<file path="src/hw/rtl/rbei_pkg.sv">
// Shared types, codes and saturation helpers for the rigid body integrator.
`timescale 1ns / 1ps
`default_nettype none
package rbei_pkg;

  typedef enum logic [3:0] {
    ST_IDLE,
    ST_LMUL,
    ST_LACC,
    ST_SMUL,
    ST_SACC,
    ST_QLO,
    ST_QHI,
    ST_QUPD,
    ST_QSQ,
    ST_QSACC,
    ST_ROOT,
    ST_DIVINIT,
    ST_DIV,
    ST_DIVWR,
    ST_OUT
  } state_t;

  typedef logic [1:0] cfg_idx_t;
  localparam cfg_idx_t CFG_INV_MASS    = 2'd0;
  localparam cfg_idx_t CFG_INV_INERTIA = 2'd1;
  localparam cfg_idx_t CFG_FIXED       = 2'd2;

  // Per-axis operation codes
  typedef logic [2:0] axis_op_t;
  localparam axis_op_t OP_LMOM = 3'd0;
  localparam axis_op_t OP_VEL  = 3'd1;
  localparam axis_op_t OP_POS  = 3'd2;
  localparam axis_op_t OP_AMOM = 3'd3;
  localparam axis_op_t OP_OMEGA = 3'd4;

  localparam int MulW = 33;
  localparam int ProdW = 2 * MulW;
  localparam int WideW = 72;
  localparam int SpinW = 49;

  typedef struct packed {
    logic [1:0] w_sel;
    logic [1:0] q_sel;
    logic [1:0] t_sel;
    logic       neg;
  } spin_term_t;

  // (0,w)*q expanded into twelve signed product terms
  function automatic spin_term_t spin_term(input logic [3:0] j);
    spin_term_t s;
    case (j)
      4'd0:    s = '{w_sel: 2'd0, q_sel: 2'd1, t_sel: 2'd0, neg: 1'b1};
      4'd1:    s = '{w_sel: 2'd1, q_sel: 2'd2, t_sel: 2'd0, neg: 1'b1};
      4'd2:    s = '{w_sel: 2'd2, q_sel: 2'd3, t_sel: 2'd0, neg: 1'b1};
      4'd3:    s = '{w_sel: 2'd0, q_sel: 2'd0, t_sel: 2'd1, neg: 1'b0};
      4'd4:    s = '{w_sel: 2'd1, q_sel: 2'd3, t_sel: 2'd1, neg: 1'b0};
      4'd5:    s = '{w_sel: 2'd2, q_sel: 2'd2, t_sel: 2'd1, neg: 1'b1};
      4'd6:    s = '{w_sel: 2'd0, q_sel: 2'd3, t_sel: 2'd2, neg: 1'b1};
      4'd7:    s = '{w_sel: 2'd1, q_sel: 2'd0, t_sel: 2'd2, neg: 1'b0};
      4'd8:    s = '{w_sel: 2'd2, q_sel: 2'd1, t_sel: 2'd2, neg: 1'b0};
      4'd9:    s = '{w_sel: 2'd0, q_sel: 2'd2, t_sel: 2'd3, neg: 1'b0};
      4'd10:   s = '{w_sel: 2'd1, q_sel: 2'd1, t_sel: 2'd3, neg: 1'b1};
      4'd11:   s = '{w_sel: 2'd2, q_sel: 2'd0, t_sel: 2'd3, neg: 1'b0};
      default: s = '{w_sel: 2'd0, q_sel: 2'd0, t_sel: 2'd0, neg: 1'b0};
    endcase
    return s;
  endfunction

  function automatic logic signed [31:0] sat32(input logic signed [WideW-1:0] v);
    logic signed [31:0] r;
    if (v > 72'sd2147483647) r = 32'sh7FFFFFFF;
    else if (v < -72'sd2147483648) r = 32'sh80000000;
    else r = v[31:0];
    return r;
  endfunction

  function automatic logic signed [31:0] sat32_sym(input logic signed [WideW-1:0] v);
    logic signed [31:0] r;
    if (v > 72'sd2147483647) r = 32'sh7FFFFFFF;
    else if (v < -72'sd2147483647) r = 32'sh80000001;
    else r = v[31:0];
    return r;
  endfunction

endpackage
`default_nettype wire

</file>
<file path="src/hw/rtl/rbei_mul.sv">
// Shared signed multiplier with registered product.
`timescale 1ns / 1ps
`default_nettype none
module rbei_mul
  import rbei_pkg::*;
(
  input  wire logic                    clk,
  input  wire logic signed [MulW-1:0]  a,
  input  wire logic signed [MulW-1:0]  b,
  output logic signed [ProdW-1:0]      p_r
);
  always_ff @(posedge clk) begin
    p_r <= a * b;
  end
endmodule
`default_nettype wire

</file>
<file path="config.mk">
export PLATFORM = sky130hd
export DESIGN_NAME = rbei_mul
export DESIGN_NICKNAME = d
export VERILOG_FILES = /design/src/hw/rtl/rbei_pkg.sv /design/src/hw/rtl/rbei_mul.sv
export SDC_FILE = /design/constraint.sdc
export NUM_CORES = 2
export LEC_CHECK = 0
export BUFFER_PORTS_ARGS = -buffer_cell sky130_fd_sc_hd__clkbuf_2
export CELL_PAD_IN_SITES_DETAIL_PLACEMENT = 2
export CELL_PAD_IN_SITES_GLOBAL_PLACEMENT = 2
export CORE_MARGIN = 4
export CORE_UTILIZATION = 46
export CTS_CLUSTER_SIZE = 30
export DETAILED_ROUTE_END_ITERATION = 12
export HOLD_SLACK_MARGIN = 0.1
export PLACE_DENSITY = 0.92
export SLEW_MARGIN = 20
export SYNTH_ARGS = -nofsm -noshare
export SYNTH_HDL_FRONTEND = slang
export SYNTH_SLANG_ARGS = --single-unit
</file>
<file path="constraint.sdc">
create_clock -name clk -period 27.8 [get_ports clk]
set_input_delay 6.95 -clock clk [delete_from_list [all_inputs] [get_ports clk]]
set_output_delay 6.95 -clock clk [all_outputs]
set_load 0.005 [all_outputs]
</file>
==> impl_metrics.ini <==
[global_routing]
grt_util_all_layers_pct = 43.9
grt_max_degree = 34
antenna_found_initial = 7
grt_pass1_vias = 41500
grt_pass1_wl_mm = 292
grt_overflow = 0

[run]
maxCapViolations = 0

[critical_path]
cp_slowest_stage_delay_ns = 0.83
crit_required_ns = 28.15
crit_arrival_ns = 16.87
crit_family = adder cells
crit_buf_inv = 7
crit_type = primary input to flop
cp_slowest_cell = fa_1
end_kind = flop
critical_path.max_fanout = 33
crit_path_start_kind = primary input
crit_top_cell = fa_1

[floorplanning]
core_area_sq_mm = 0.0873
boundaryPins = 133
dieArea_sq_mm = 0.0934
dieWidth_um = 306
num_rows = 108
fp.dieH_um = 306
start_util_pct = 46.7

[timing]
slew_violations = 0
tns_ns = 0
setup_slack_ns = 11.28
hold_viol = 0
timing.final.crit_share_pct = 59.4
worst_slew_pin_slew_ns = 1.14
rsz0062_at_grt = no
max_freq_mhz = 60.5
finalSetupViolations = 0
relSlewSlack_pct = 23.7
timing.final.crit_period_ns = 16.52

[clock_network]
ctsResizeCount = 0
h-tree-depth = 3
post-cts-setup-buffer-count = 0
cts-root-buf = clkbuf_16
ctsLongestPathBuffers = 2
cts.clk_slew.worst_paths_ns = 0.09
numCtsBuffers = 9
cts_tree = done
clkSinkCount = 66
holdBufCountCts = 0

[routing]
ant_nets = 0
first_pass_iters = 8
routed_wl_mm = 200
vias_per_cell = 6.08
wl_per_cell_um = 36.7
via_count = 33200
drt_iter0_drc = 2758
drc = 0

[hold_path]
hold_class = primary input to flop

[yosys]
synth_warnings = 0
syn-num-nets = 5767
synth_edf_count = 0
netlist_instances = 4338
ys.flop_type = dfxtp_1
ys_ff_latch = 66
yosysUniqueCellTypes = 80
syn_avg_cell_area_sq_um = 9.39
synth-async-reset-ratio_pct = 0
ys_seq_area_share_pct = 3.24
synth_area_sq_mm = 0.0407

[finish]
multi_input_area_sq_mm = 0.0343
syn2layout_area_growth_pct = 4.44
regArea_sq_mm = 0.00132
top_register = p_r
finalNetCount = 5719
stdcell_count = 5451
largest_register_ffs = 66
nFillCells = 9278
reg.largest.list = p_r: 66 flops
drive_gt1_share_pct = 5.03

[place]
globalplace.congestion = 0.871
io_buffers = 132
pre_cts_slack_ns = 11.48
dp_hpwl_mm = 158
dp_cells = 5434

[outcome]
status = completed
[cells in the mapped netlist (all sizes together), types with 7 or more instances]
cell type / number / area share, %
fa: 1145 / 56
inv: 1131 / 10
and2: 563 / 8.7
nand2: 551 / 5.1
ha: 217 / 6.7
clkbuf: 208 / 1.9
nor2: 68 / 0.63
dfxtp: 66 / 3.2
a21oi: 61 / 0.80
xnor2: 43 / 0.92
a21o: 38 / 0.71
o21ai: 33 / 0.42
nand3: 26 / 0.33
xor2: 25 / 0.54
buf: 13 / 0.17
nand2b: 12 / 0.18
nand4: 12 / 0.20
a211oi: 11 / 0.27
o21bai: 11 / 0.20
a31oi: 9 / 0.15
nor3: 7 / 0.086
o31ai: 7 / 0.25
[layout make-up]
class / count / share of cell area (%)
Antenna cell: 2 / 0.0118
Clock buffer: 9 / 0.529
Clock inverter: 6 / 0.218
Inverter: 1131 / 9.98
Multi-Input combinational cell: 2920 / 80.7
Sequential cell: 66 / 3.11
Tap cell: 1155 / 3.40
Timing Repair Buffer: 162 / 2.08
[per-layer routing]
layer | global-route usage (%) | routed length, um | vias up
met3 | 13.2 | 15500 | 1355
met2 | 74.2 | 98500 | 2270
met1 | 41.7 | 59800 | 17300
met4 | 43.9 | 26100 | 10
met5 | 0 | 69 | -
li1 | - | - | 12200
[tightest hold or removal path, cell delays in order]
cell	delay, ns
clkbuf_2	0.09
buf_4	0.29
and2_1	0.28
[cells by family after synthesis]
kind of cell	share of synthesized area, %
DFF	3.24
AOI/OAI and AO/OA	4.07
buffers and inverters	12.5
and+or+nand+nor	15.8
xor gates and xnor gates	1.46
adders and majority gates	62.9
[per-stage QoR]
stage	util (%)	hold WS [ns]	area, sq um
after global routing	48.7	7.22	42500
after floorplan	-	7.08	40700
after detailed placement	48.4	7.32	42200
after CTS	48.7	7.21	42500
final	48.7	7.22	42500
after global placement	48.4	7.32	42200
[final timing paths]
| path | start | endpoint | slack, ns | cells after the start |
|---|---|---|---|---|
| worst max-delay path | b[1] | p_r[64]$_DFF_P_ | 11.28 | 25 |
| worst min-delay path | a[0] | p_r[0]$_DFF_P_ | 7.22 | 3 |
[cell usage in the layout, fill, tap and decap left out, types with 5 or more instances in the layout]
cell and n:
fa_1 1144, inv_1 1131, and2_1 562, nand2_1 551
ha_1 217, clkbuf_2 131, nor2_1 68, dfxtp_1 66
a21oi_1 56, xnor2_1 43, a21o_1 36, buf_4 30
o21ai_0 25, nand3_1 25, xor2_1 25, nand2b_1 12
o21bai_1 11, nand4_1 11, clkbuf_16 9, a31oi_1 8
a211oi_1 7, nor3_1 7, o21a_1 6, o21ai_1 6
a211o_1 6, and3_1 5, and4_1 5, nor2b_1 5
Power is not shown: default switching activity piles up to over one toggle a cycle in this logic, so the estimate is an artifact.
